$ cat src/rtl/core/hmpt2m_pkg.sv
// Shared types and constants for the HMP track to MIDI stream converter.
`timescale 1ns / 1ps

package hmpt2m_pkg;

  localparam int unsigned MaxVlqBytes = 4;
  localparam int unsigned CountW      = 31;

  localparam logic [CountW-1:0] CountMax = '1;

  localparam logic [7:0] MetaPrefix   = 8'hFF;
  localparam logic [7:0] EndOfTrack   = 8'h2F;
  localparam logic [7:0] SysStatusMin = 8'hF0;
  localparam logic [3:0] ProgChange   = 4'hC;
  localparam logic [3:0] ChanPressure = 4'hD;

  typedef enum logic [1:0] {
    KIND_BYTE  = 2'd0,
    KIND_DONE  = 2'd1,
    KIND_ERROR = 2'd2
  } kind_e;

  typedef struct packed {
    kind_e      kind;
    logic [7:0] data;
  } result_t;

endpackage

$ cat src/rtl/core/hmp_track_to_midi_stream_unit.sv
// HMP track body to Standard MIDI track body converter, one input byte per beat.
//
//  channel  | dir | tdata                                   | tuser    | tlast
//  s_axis   | in  | [7:0] in_byte                           | -        | track_last
//  m_axis   | out | [7:0] out_byte, [38:8] track_length     | [1:0] kind | run_last
//
//  Each accepted byte is decoded in its accept cycle and its results (up to
//  max(MAX_VLQ_BYTES,2)) load a result bank drained one per beat. A byte with
//  at most one result lets the next enter as it leaves, so such bytes flow at
//  one per cycle when the output is not stalled; the last byte of an N-septet
//  delta holds the input until its N results drain, and the end marker's last
//  byte until its two do. Reset clears all control state; no clearing pass.
`timescale 1ns / 1ps

module hmp_track_to_midi_stream_unit #(
  parameter int unsigned MAX_VLQ_BYTES = hmpt2m_pkg::MaxVlqBytes
) (
  input  logic        clk_i,
  input  logic        rst_ni,
  input  logic        s_axis_tvalid_i,
  output logic        s_axis_tready_o,
  input  logic [7:0]  s_axis_tdata_i,   // [7:0] in_byte
  input  logic        s_axis_tlast_i,   // track_last
  output logic        m_axis_tvalid_o,
  input  logic        m_axis_tready_i,
  output logic [39:0] m_axis_tdata_o,   // [7:0] out_byte, [38:8] track_length, [39] zero
  output logic [1:0]  m_axis_tuser_o,   // [1:0] kind
  output logic        m_axis_tlast_o    // run_last
);

  localparam int unsigned CntW = $clog2(MAX_VLQ_BYTES + 1);
  localparam int unsigned IdxW = (MAX_VLQ_BYTES > 1) ? $clog2(MAX_VLQ_BYTES) : 1;
  localparam int unsigned ResN = (MAX_VLQ_BYTES > 2) ? MAX_VLQ_BYTES : 2;
  localparam int unsigned ResW = $clog2(ResN + 1);
  localparam int unsigned RdW  = $clog2(ResN);
  localparam int unsigned CW   = hmpt2m_pkg::CountW;

  localparam logic [2:0] PhDelta    = 3'd0;
  localparam logic [2:0] PhStatus   = 3'd1;
  localparam logic [2:0] PhMetaType = 3'd2;
  localparam logic [2:0] PhMetaLen  = 3'd3;
  localparam logic [2:0] PhMetaData = 3'd4;
  localparam logic [2:0] PhChanData = 3'd5;
  localparam logic [2:0] PhSkip     = 3'd6;

  logic [2:0]  phase_q, phase_d;
  logic [6:0]  sept_q [MAX_VLQ_BYTES];
  logic [6:0]  sept_v [MAX_VLQ_BYTES];
  logic        sept_we;
  logic [CntW-1:0] dcnt_q, dcnt_d, dcnt_new;
  logic [7:0]  rs_q, rs_d;
  logic [7:0]  mkind_q, mkind_d;
  logic [27:0] mrem_q, mrem_d, mrem_new, mrem_dec;
  logic [CntW-1:0] mlen_q, mlen_d, mlen_new;
  logic [1:0]  drem_q, drem_d, drem_dec;
  logic [CW-1:0] ecnt_q, ecnt_d;

  hmpt2m_pkg::result_t res_q [ResN];
  hmpt2m_pkg::result_t res_d [ResN];
  hmpt2m_pkg::result_t cur;
  logic [CW-1:0] len_q, len_d;
  logic [ResW-1:0] rem_q, nres;
  logic [RdW-1:0]  rd_q;

  logic [7:0] b;
  logic       last, full, err, done, dovf, accept, take;

  assign b      = s_axis_tdata_i;
  assign last   = s_axis_tlast_i;
  assign full   = (ecnt_q == hmpt2m_pkg::CountMax);
  assign dcnt_new = dcnt_q + CntW'(1);
  assign dovf   = ({1'b0, ecnt_q} + 32'(dcnt_new)) > {1'b0, hmpt2m_pkg::CountMax};
  assign mrem_new = {mrem_q[20:0], b[6:0]};
  assign mrem_dec = (mrem_q != '0) ? mrem_q - 28'd1 : '0;
  assign mlen_new = mlen_q + CntW'(1);
  assign drem_dec = (drem_q != '0) ? drem_q - 2'd1 : '0;

  always_comb begin
    for (int j = 0; j < MAX_VLQ_BYTES; j++) begin
      sept_v[j] = (IdxW'(j) == dcnt_q[IdxW-1:0]) ? b[6:0] : sept_q[j];
    end
  end

  always_comb begin
    phase_d = phase_q;
    dcnt_d  = dcnt_q;
    rs_d    = rs_q;
    mkind_d = mkind_q;
    mrem_d  = mrem_q;
    mlen_d  = mlen_q;
    drem_d  = drem_q;
    ecnt_d  = ecnt_q;
    len_d   = '0;
    sept_we = 1'b0;
    err     = 1'b0;
    done    = 1'b0;
    nres    = '0;
    for (int i = 0; i < ResN; i++) begin
      res_d[i].kind = hmpt2m_pkg::KIND_BYTE;
      res_d[i].data = '0;
    end

    unique case (phase_q)
      PhDelta: begin
        if (dcnt_q >= CntW'(MAX_VLQ_BYTES)) begin
          err = 1'b1;
        end else begin
          sept_we = 1'b1;
          dcnt_d  = dcnt_new;
          if (last) begin
            err = 1'b1;
          end else if (!b[7]) begin
            if (dcnt_new >= CntW'(MAX_VLQ_BYTES)) err = 1'b1;
          end else if (dovf) begin
            err = 1'b1;
          end else begin
            for (int i = 0; i < MAX_VLQ_BYTES; i++) begin
              if (CntW'(i) < dcnt_new) begin
                res_d[i].data = {(CntW'(i) + CntW'(1) < dcnt_new),
                                 sept_v[IdxW'(dcnt_new - CntW'(i) - CntW'(1))]};
              end
            end
            nres    = ResW'(dcnt_new);
            ecnt_d  = ecnt_q + CW'(dcnt_new);
            dcnt_d  = '0;
            phase_d = PhStatus;
          end
        end
      end
      PhStatus: begin
        if (b == hmpt2m_pkg::MetaPrefix) begin
          if (last || full) begin
            err = 1'b1;
          end else begin
            res_d[0].data = b;
            nres    = ResW'(1);
            ecnt_d  = ecnt_q + CW'(1);
            phase_d = PhMetaType;
          end
        end else if (!b[7] || b >= hmpt2m_pkg::SysStatusMin || last) begin
          err = 1'b1;
        end else begin
          drem_d = (b[7:4] == hmpt2m_pkg::ProgChange ||
                    b[7:4] == hmpt2m_pkg::ChanPressure) ? 2'd1 : 2'd2;
          if (b != rs_q) begin
            if (full) begin
              err = 1'b1;
            end else begin
              res_d[0].data = b;
              nres   = ResW'(1);
              ecnt_d = ecnt_q + CW'(1);
            end
          end
          rs_d    = b;
          phase_d = PhChanData;
        end
      end
      PhMetaType: begin
        if (last || full) begin
          err = 1'b1;
        end else begin
          res_d[0].data = b;
          nres    = ResW'(1);
          ecnt_d  = ecnt_q + CW'(1);
          mkind_d = b;
          mrem_d  = '0;
          mlen_d  = '0;
          phase_d = PhMetaLen;
        end
      end
      PhMetaLen: begin
        mrem_d = mrem_new;
        mlen_d = mlen_new;
        res_d[0].data = b;
        nres   = ResW'(1);
        ecnt_d = ecnt_q + CW'(1);
        if (full) begin
          err = 1'b1;
        end else if (b[7]) begin
          if (last || mlen_new >= CntW'(MAX_VLQ_BYTES)) err = 1'b1;
        end else if (mkind_q == hmpt2m_pkg::EndOfTrack) begin
          if (mrem_new != '0 || !last) begin
            err = 1'b1;
          end else begin
            done          = 1'b1;
            res_d[1].kind = hmpt2m_pkg::KIND_DONE;
            nres          = ResW'(2);
            len_d         = ecnt_q + CW'(1);
          end
        end else if (last) begin
          err = 1'b1;
        end else begin
          phase_d = (mrem_new == '0) ? PhDelta : PhMetaData;
        end
      end
      PhMetaData: begin
        if (full || last) begin
          err = 1'b1;
        end else begin
          res_d[0].data = b;
          nres   = ResW'(1);
          ecnt_d = ecnt_q + CW'(1);
          mrem_d = mrem_dec;
          if (mrem_dec == '0) phase_d = PhDelta;
        end
      end
      PhChanData: begin
        if (full || last) begin
          err = 1'b1;
        end else begin
          res_d[0].data = b;
          nres   = ResW'(1);
          ecnt_d = ecnt_q + CW'(1);
          drem_d = drem_dec;
          if (drem_dec == '0) phase_d = PhDelta;
        end
      end
      default: begin
        // skipping to the end of a failed track
      end
    endcase

    if (err) begin
      res_d[0].kind = hmpt2m_pkg::KIND_ERROR;
      res_d[0].data = '0;
      nres          = ResW'(1);
      phase_d       = PhSkip;
    end

    if ((phase_q >= PhSkip || err || done) && last) begin
      phase_d = PhDelta;
      dcnt_d  = '0;
      rs_d    = '0;
      mkind_d = '0;
      mrem_d  = '0;
      mlen_d  = '0;
      drem_d  = '0;
      ecnt_d  = '0;
    end
  end

  assign s_axis_tready_o = (rem_q == '0) || (rem_q == ResW'(1) && m_axis_tready_i);
  assign accept          = s_axis_tvalid_i && s_axis_tready_o;
  assign m_axis_tvalid_o = (rem_q != '0);
  assign take            = m_axis_tvalid_o && m_axis_tready_i;

  always_ff @(posedge clk_i or negedge rst_ni) begin
    if (!rst_ni) begin
      phase_q <= PhDelta;
      dcnt_q  <= '0;
      rs_q    <= '0;
      mkind_q <= '0;
      mrem_q  <= '0;
      mlen_q  <= '0;
      drem_q  <= '0;
      ecnt_q  <= '0;
      rem_q   <= '0;
      rd_q    <= '0;
    end else begin
      if (accept) begin
        phase_q <= phase_d;
        dcnt_q  <= dcnt_d;
        rs_q    <= rs_d;
        mkind_q <= mkind_d;
        mrem_q  <= mrem_d;
        mlen_q  <= mlen_d;
        drem_q  <= drem_d;
        ecnt_q  <= ecnt_d;
        rem_q   <= nres;
        rd_q    <= '0;
      end else if (take) begin
        rem_q <= rem_q - ResW'(1);
        rd_q  <= rd_q + RdW'(1);
      end
    end
  end

  always_ff @(posedge clk_i) begin
    if (accept && sept_we) begin
      sept_q[dcnt_q[IdxW-1:0]] <= b[6:0];
    end
    if (accept) begin
      res_q <= res_d;
      len_q <= len_d;
    end
  end

  assign cur             = res_q[rd_q];
  assign m_axis_tuser_o  = cur.kind;
  assign m_axis_tdata_o  = {1'b0,
                            (cur.kind == hmpt2m_pkg::KIND_DONE) ? len_q : {CW{1'b0}},
                            cur.data};
  assign m_axis_tlast_o  = (rem_q == ResW'(1));

endmodule
$ cat config.mk
export PLATFORM = sky130hd
export DESIGN_NAME = hmp_track_to_midi_stream_unit
export DESIGN_NICKNAME = d
export VERILOG_FILES = /design/src/rtl/core/hmpt2m_pkg.sv /design/src/rtl/core/hmp_track_to_midi_stream_unit.sv
export SDC_FILE = /design/constraint.sdc
export NUM_CORES = 1
export LEC_CHECK = 0
export BUFFER_PORTS_ARGS = -buffer_cell sky130_fd_sc_hd__buf_2
export CORE_MARGIN = 10
export CORE_UTILIZATION = 30
export CTS_CLUSTER_SIZE = 12
export DETAILED_ROUTE_END_ITERATION = 10
export HOLD_SLACK_MARGIN = 0.08
export PLACE_DENSITY = 0.5
export SLEW_MARGIN = 15
export SYNTH_ARGS = -nofsm -noshare
export SYNTH_HDL_FRONTEND = slang
export SYNTH_SLANG_ARGS = --single-unit
$ cat constraint.sdc
create_clock -name clk_i -period 4.9 [get_ports clk_i]
set_input_delay 1.47 -clock clk_i [delete_from_list [all_inputs] [get_ports clk_i]]
set_output_delay 1.47 -clock clk_i [all_outputs]
set_load 0.02 [all_outputs]
==> impl_results.md, run 1 <==
- Root Buffer: clkbuf_16
- Final Hold Viols: 0
- First-pass GRT wire length: 55.1 mm
- Vias in the first global route: 9671
- Biggest area consumer among synthesized cells: edfxtp_1
- Leading post-synthesis cells by cell area: edfxtp_1 (24%), dfrtp_1 (19%), o21ai_0 (7.1%), nor2_1 (5.5%), a21oi_1 (3.7%)
- CP Launch Type: flop
- DRC viols: 0
- Switching Share: 0.458
- Async S/R FF share, synth: 0.495
- Status: complete, no violations
- Max cap viols: 0
- Grt ovf: 0
- Min-Delay Path Class: reg2reg
- Core Region: 38600 um^2
- Register clock-pin slew on the reported worst setup and hold paths: 0.08 ns
- Starting density of the core: 0.303
- Skew-Pair Late Insertion Delay: 0.46 ns
- Synth Net Count: 1354
- Synthesized area: 11700 um^2
- Nets@finish: 1344
- Vias: 10029
- Synth Instances: 1324
- # Post-CTS Setup Buffers: 0
- EDFF count, synth: 93
- Final WS setup: 0.822 ns
- Routed len/inst: 18.3 um
- PostCTS Resize Cnt: 0
- Place WS: 0.624 ns
- Tcrit/Tclk final: 0.832
- CTS tree: built
- Setup TNS: 0 ns
- First-iteration detailed-routing DRC count: 915
- Internal power: 3.94 mW
- CTS Hold Bufs: 0
- Worst reg2reg path depth: 13
- FILL cells: 3977
- Synthesis-stage register bit count: 184
- Max clock buf depth: 2
- Clock Skew: 0.0153 ns
- P per Cell Area: 561 nW/um^2
- Sequential-to-total area share from yosys stat: 0.433
- Critical path fanouts, max: 20
- Layout area overhead: 10.9%
- Post-Syn Area per Cell: 8.83 um^2
- Clock network power share: 0.199
- Die Ht: 217 um
- Netlist cell types: 82
- Comb power frac: 0.472
- Arrival time worst endpoint: 4.43 ns
- Total die area: 47300 um^2
- Worst endpoint required time: 5.25 ns
- Most common cell in the netlist: nor2_1
- Power share of the sequential group: 0.329
- Post-route ant nets: 0
- Slew margin rel.: 0.283
- Routed vias/inst: 5.44
- Site Rows: 72
- Hold Crit Depth: 2
- Pin count of the biggest net entering global routing: 69
- Initial antenna violation count: 1
- Sw Pwr: 3.33 mW
- P_leak: 4.81 nW
- ANT cells: 0
- Worst Setup End Kind: flop
- Yosys top cell area share: 0.239
- RSZ-0062 raised after global routing: no
- GRT Total Usage: 0.143
- Kind of critical path: reg2reg
- Worst-Margin Slew: 1.06 ns
- WL final: 33.7 mm
- Final min period: 4.08 ns
- Synth Flop Type: edfxtp_1
- Synth cell count leaders: nor2_1 (172), o21ai_0 (165), edfxtp_1 (93), dfrtp_1 (91)
- IO buf count: 56
- Hpwl dp: 24.0 mm
- Peak supply drop: 0.365 mV
- # IOs: 58
- YS warnings: 0
- Htree depth: 4
- Max Fclk: 245 MHz
- Layout cells sized above 1: 0.112
- Die X-Extent: 217 um
- GP Congestion: 0.893
- First drt pass iteration count: 5
- Cts bufs inserted: 17
- Fin. max-slew vios: 0
- CTS Sinks: 184
- Setup-failing EPs final: 0
## state kept, by name, indices dropped and copies added, names as in the netlist
name	cells
phase_q	3
rd_q	2
rem_q	3
dcnt_q	3
len_q	31
ecnt_q	31
rs_q	8
res_q	34
mlen_q	3
mkind_q	8
mrem_q	28
sept_q	28
drem_q	2
## power by group through the flow
| stage | clock [mW] | sequential [mW] | combinational, mW |
|---|---|---|---|
| floorplan | 0 | 2.19 | 2.69 |
| finish | 1.45 | 2.40 | 3.43 |
| global route | 1.54 | 2.46 | 3.84 |
| CTS | 1.49 | 2.39 | 3.43 |
| global placement | 0 | 2.42 | 3.43 |
| detailed placement | 0 | 2.43 | 3.42 |
## metal layers
layer / share of wire / vias up / track usage / wire [um]
li1: - / 4865 / - / -
met1: 0.47 / 4855 / 0.194 / 15800
met2: 0.46 / 271 / 0.228 / 15600
met3: 0.053 / 36 / 0.0284 / 1800
met4: 0.014 / 2 / 0.0396 / 474
met5: 0.00039 / - / 0 / 13
## per-stage QoR
stage	power, mW	std cells	hold WS, ns	cell area, um^2	util
2_1_floorplan	4.88	1324	0.450	11700	-
3_3_place_gp	5.85	1813	0.474	12400	0.320
5_1_grt	7.84	1845	0.513	13000	0.336
6_report	7.28	1845	0.485	13000	0.336
3_5_place_dp	5.85	1813	0.475	12400	0.320
4_1_cts	7.31	1845	0.491	13000	0.336
## critical path: stages (launching register included)
cell	delay, ns
dfrtp_1	0.41
ha_1	0.21
ha_1	0.40
inv_1	0.12
ha_1	0.35
nand3_1	0.13
a2111o_1	0.51
or4b_1	0.64
a21o_1	0.22
a32oi_2	0.22
buf_4	0.27
nor2_1	0.06
buf_4	0.21
a22o_1	0.22
## path summary, 6_finish.rpt
check / slack [ns] / startpoint / end
max in group asynchronous: 3.13 / rst_ni / mrem_q[2]
max reg2reg: 0.82 / dcnt_q[1] / ecnt_q[5]
min: 0.48 / mlen_q[1] / mlen_q[1]
min reg2reg: 0.48 / mlen_q[1] / mlen_q[1]
min in group asynchronous: 0.91 / rst_ni / ecnt_q[6]
max: 0.82 / dcnt_q[1] / ecnt_q[5]
## logic make-up (layout without fill, tap and decap cells)
kind of cell	Yosys count	in the layout	share of synthesized area
fa+ha+maj	17	17	0.0188
xor+xnor	42	42	0.0314
flops	184	184	0.433
other cells	1	1	0.000321
compound gates	406	406	0.211
buf+inv	135	138	0.0497
mux	28	28	0.0340
simple gates	511	511	0.221
## placed cells by master (no fill, tap or decap), types with 18 or more instances in the layout
master	Yosys	layout
nand2_1	86	86
nand3_1	22	22
xnor2_1	25	25
edfxtp_1	93	93
nor3_1	45	45
a21oi_1	86	86
and2_1	37	37
nor4_1	21	21
nor2_1	172	172
buf_4	8	24
nor2b_1	18	18
a211oi_1	24	24
and3_1	19	19
inv_1	26	25
nand4_1	28	28
buf_2	11	55
o21ai_0	165	165
dfrtp_1	91	91
## final cells by class
class	count	area (um^2)	share of cell area
Timing Repair Buffer	80	475	0.0367
Inverter	26	98.8	0.00762
Multi-Input combinational cell	1005	6060	0.467
Tap cell	518	648	0.0500
Clock inverter	14	176	0.0136
Clock buffer	18	439	0.0339
Sequential cell	184	5070	0.391
Note: power is estimated with default switching activity, not from simulation.
==> run 2: changes to the inputs <==
Settings changed: PLACE_DENSITY 0.5 to 0.51.
Clock period 4.9 ns to 3.3 ns, I/O delays scaled along.
==> run 2 against run 1 <==
Maximum frequency is 21% higher. Power is 61% higher. Largest power group unchanged. Critical endpoint is now ecnt_q[2]. The flow now finishes with violations (negative setup slack). Cell area increased by 8.9%. Clock-buffer cell count decreased by 1.
==> impl_results.md, run 2 (same netlist as run 1, synthesis figures left out) <==
- Status: finished with violations
- Failing checks: negative setup slack
- CTS tree: built
- Final Hold Viols: 0
- Peak supply drop: 0.406 mV
- Htree depth: 4
- Pin count of the biggest net entering global routing: 59
- P_leak: 5.41 nW
- Reg with most FFs: res_q
- Hpwl dp: 25.4 mm
- DRC viols: 0
- Site Rows: 72
- Final min period: 3.36 ns
- Total die area: 47300 um^2
- CTS Hold Bufs: 0
- Post-Layout Cell Count: 1954
- First drt pass iteration count: 6
- Max reg flops: 34
- Setup-failing EPs final: 20
- Post-route ant nets: 0
- CTS Sinks: 184
- Placed cells: 1911
- Vias in the first global route: 10012
- Layout cells sized above 1: 0.198
- First-pass GRT wire length: 56.7 mm
- Die X-Extent: 217 um
- Max cap viols: 0
- WL final: 35.2 mm
- Slew margin rel.: 0.470
- Final Cell Area: 14100 um^2
- Cts bufs inserted: 17
- Commonest non-fill, non-tap cell in the layout: nor2_1
- Skew-Pair Late Insertion Delay: 0.47 ns
- Vias: 10464
- Arrival time worst endpoint: 3.72 ns
- Tcrit/Tclk final: 1.02
- Layout area overhead: 20.7%
- Die Ht: 217 um
- Commonest non-fill, non-tap cells in the layout: nor2_1 (171), o21ai_0 (140), buf_4 (112)
- Worst endpoint required time: 3.66 ns
- Min-Delay Path Class: reg2reg
- Max Fclk: 298 MHz
- GP Congestion: 0.890
- CP Launch Type: flop
- Grt ovf: 0
- P per Cell Area: 827 nW/um^2
- Final WS setup: -0.0583 ns
- Nets@finish: 1453
- Routed len/inst: 18.0 um
- FILL cells: 3921
- Max clock buf depth: 2
- RSZ-0062 raised after global routing: yes
- Kind of critical path: reg2reg
- Initial antenna violation count: 1
- Root Buffer: clkbuf_16
- Worst Setup End Kind: flop
- IO buf count: 56
- Reg2Reg Setup Slack: -0.06 ns
- Starting density of the core: 0.303
- Register clock-pin slew on the reported worst setup and hold paths: 0.08 ns
- Final core occ: 0.365
- Setup TNS: -0.567 ns
- Core Region: 38600 um^2
- Routed vias/inst: 5.36
- ANT cells: 0
- First-iteration detailed-routing DRC count: 938
- Clock Skew: 0.0175 ns
- Largest regs: res_q x34, ecnt_q x31, len_q x31
- Placed cell area: 13200 um^2
- Fin. max-slew vios: 0
- # IOs: 58
- Worst-Margin Slew: 0.787 ns
- Worst hold margin: 0.491 ns
- GRT Total Usage: 0.148
- Critical path fanouts, max: 17
-- run 2: cell types whose count changed in the layout (fill, tap and decap cells not counted), sizes merged --
cell	delta
clkbuf	-1
buf	+109
clkinvlp	+1
-- run 2: worst paths after layout --
path / start / to / cells after the start
hold / removal: mlen_q[1] / mlen_q[1] / 2
setup / recovery: dcnt_q[0] / ecnt_q[2] / 14
max in group asynchronous: rst_ni / rd_q[0] / 2
hold reg to reg: mlen_q[1] / mlen_q[1] / 2
min in group asynchronous: rst_ni / mrem_q[18] / 1
setup reg to reg: dcnt_q[0] / ecnt_q[2] / 14
-- run 2: metal layers --
layer / wire length [um] / track usage / up-vias
li1: - / - / 5078
met1: 16200 / 0.199 / 5029
met2: 16300 / 0.234 / 317
met3: 2170 / 0.0331 / 38
met4: 515 / 0.0461 / 2
met5: 7 / 0 / -
-- run 2: per-stage QoR --
step           setup WS, ns  total power [mW]
6_report            -0.0583              11.7
5_1_grt              -0.196              12.5
4_1_cts             0.00591              11.5
3_5_place_dp         -0.348              9.29
3_3_place_gp         -0.271              9.24
2_1_floorplan       -0.0727              7.27
-- run 2: area by class of cell --
cell class / instances / area (um^2) / share of cell area
Clock buffer: 17 / 425 / 0.0301
Clock inverter: 15 / 181 / 0.0128
Inverter: 26 / 101 / 0.00718
Tap cell: 518 / 648 / 0.0459
Sequential cell: 184 / 5070 / 0.359
Multi-Input combinational cell: 1005 / 6240 / 0.442
Timing Repair Buffer: 189 / 1450 / 0.103
-- run 2: critical path, stage by stage (launching register included) --
cell and delay, ns:
dfrtp_1 0.43, ha_4 0.19, ha_4 0.27, inv_4 0.04, ha_4 0.27, nand3_4 0.07
a2111o_1 0.44, or4b_4 0.51, a21o_1 0.21, a32oi_4 0.32, buf_6 0.15, buf_12 0.14
a211oi_2 0.04, a21oi_1 0.12, a31oi_1 0.05
-- run 2: timing repair --
action,in CTS,in global routing
pin swaps,2,8
endpoints found under the setup margin,45,62
resized for setup,12,56
setup buffers,1,9
gates cloned,0,1
-- run 2: where the power goes --
part / switching [mW] / leakage (nW) / internal (mW)
Sequential: 0.494 / 2.11 / 2.96
Clock: 1.04 / 0.293 / 1.09
Combinational: 3.66 / 3.01 / 2.44
Total: 5.19 / 5.41 / 6.49
==> run 3: changes to the inputs <==
Settings changed: RECOVER_POWER set to 50.
==> run 3 against run 2 <==
The run still ends with negative setup slack left. Combinational power barely moved. Register-to-register slack barely moved. Non-clock buffer count did not move. Largest power group unchanged. Highest routed layer unchanged.
==> impl_results.md, run 3 (same netlist as run 1, synthesis figures left out) <==
- First drt pass iteration count: 6
- Tcrit/Tclk final: 1.02
- Initial antenna violation count: 1
- Post-Layout Cell Count: 1954
- WL final: 35.4 mm
- GP Congestion: 0.890
- CTS Sinks: 184
- Vias: 10481
- Fin. max-slew vios: 0
- Register clock-pin slew on the reported worst setup and hold paths: 0.08 ns
- Commonest non-fill, non-tap cells in the layout: nor2_1 (171), o21ai_0 (140), buf_4 (103)
- Site Rows: 72
- Crit-path slowest cell: or4b_4
- Vias in the first global route: 10012
- GRT Total Usage: 0.148
- Starting density of the core: 0.303
- P_leak: 5.36 nW
- ANT cells: 0
- Htree depth: 4
- Nets@finish: 1453
- Die Ht: 217 um
- Critical path fanouts, max: 17
- Worst endpoint required time: 3.66 ns
- CTS tree: built
- Layout area overhead: 20.2%
- Post-route ant nets: 0
- Arrival time worst endpoint: 3.72 ns
- Most common cell on crit path: ha_4
- # IOs: 58
- Pin count of the biggest net entering global routing: 59
- P per Cell Area: 830 nW/um^2
- IO buf count: 56
- First-iteration detailed-routing DRC count: 911
- Total die area: 47300 um^2
- Commonest non-fill, non-tap cell in the layout: nor2_1
- Setup TNS: -0.643 ns
- Max reg flops: 34
- Worst hold margin: 0.490 ns
- Min-Delay Path Class: reg2reg
- Placed cells: 1911
- Peak supply drop: 0.406 mV
- Max cap viols: 0
- Worst-Margin Slew: 1.48 ns
- Setup-failing EPs final: 21
- Failing checks: negative setup slack
- Largest regs: res_q x34, ecnt_q x31, len_q x31
- Max Fclk: 297 MHz
- Grt ovf: 0
- CP Launch Type: flop
- Layout cells sized above 1: 0.189
- Kind of critical path: reg2reg
- Skew-Pair Late Insertion Delay: 0.47 ns
- Max stage delay on crit path: 0.51 ns
- DRC viols: 0
- Critical-path cell list: ha_4 > ha_4 > inv_4 > ha_4 > nand3_4 > a2111o_1 > or4b_4 > a21o_1 > a32oi_4 > buf_6 > buf_12 > a211oi_2 > a21oi_1 > a31oi_1
- CTS Hold Bufs: 0
- Status: finished with violations
- Hpwl dp: 25.4 mm
- Clock Skew: 0.0141 ns
- Die X-Extent: 217 um
- Slew margin rel.: 0.0147
- RSZ-0062 raised after global routing: yes
- Final Hold Viols: 0
- Core Region: 38600 um^2
- Cts bufs inserted: 17
- Root Buffer: clkbuf_16
- Routed len/inst: 18.1 um
- Final min period: 3.36 ns
- Final WS setup: -0.0645 ns
- Max clock buf depth: 2
- First-pass GRT wire length: 56.7 mm
- Reg with most FFs: res_q
- Worst Setup End Kind: flop
- Routed vias/inst: 5.36
==> run 3: final timing paths <==
check	depth (start not counted)	endpoint	slack, ns	start
setup / recovery	14	ecnt_q[2]	-0.06	dcnt_q[0]
hold / removal	2	mlen_q[1]	0.49	mlen_q[1]
setup reg to reg	14	ecnt_q[2]	-0.06	dcnt_q[0]
hold reg to reg	2	mlen_q[1]	0.49	mlen_q[1]
max in group asynchronous	2	rd_q[0]	0.41	rst_ni
min in group asynchronous	1	mrem_q[18]	0.73	rst_ni
==> run 3: cell type report <==
cell class              count  area, um^2
flip-flops and latches    184        5070
inverters                  26         101
fillers                  3934       24600
clock inverters            15         181
clock buffers              17         425
multi-input cells        1005        6240
repair buffers            189        1390
well taps                 518         648
==> run 3: metrics by stage <==
stage	worst slack, ns	area (um^2)	util	total power, mW
after global routing	-0.196	14100	0.364	12.5
after floorplan	-0.0727	11800	-	7.27
after global placement	-0.271	13200	0.342	9.24
final	-0.0645	14100	0.364	11.7
after CTS	0.00591	13900	0.360	11.5
after detailed placement	-0.348	13200	0.342	9.29
==> run 3: per-layer routing <==
layer	up-vias	wire length (um)	global-route usage
met5	-	7	0
met4	2	507	0.0461
met2	299	16400	0.234
met3	33	2000	0.0331
met1	5072	16400	0.199
li1	5075	-	-
==> run 3: critical path, delay by kind of cell (launching register included) <==
| family | cells | cell delay, ns |
|---|---|---|
| AO/OA/AOI/OAI | 6 | 1.17 |
| adder cells (fa/ha/maj) | 3 | 0.73 |
| AND/OR/NAND/NOR | 2 | 0.58 |
| flip-flops | 1 | 0.43 |
| buffers and inverters | 3 | 0.33 |
==> run 3: timing repair <==
action                                  CTS  global route
gates cloned                              0             1
endpoints found under the setup margin   45            62
pin swaps                                 2             8
buffers inserted                          1             9
resized for setup                        12            56
==> run 3: where the power goes <==
group	switching, mW	internal, mW	total (mW)
Sequential	0.494	2.97	3.46
Combinational	3.66	2.42	6.09
Clock	1.04	1.09	2.12
Total	5.19	6.48	11.7
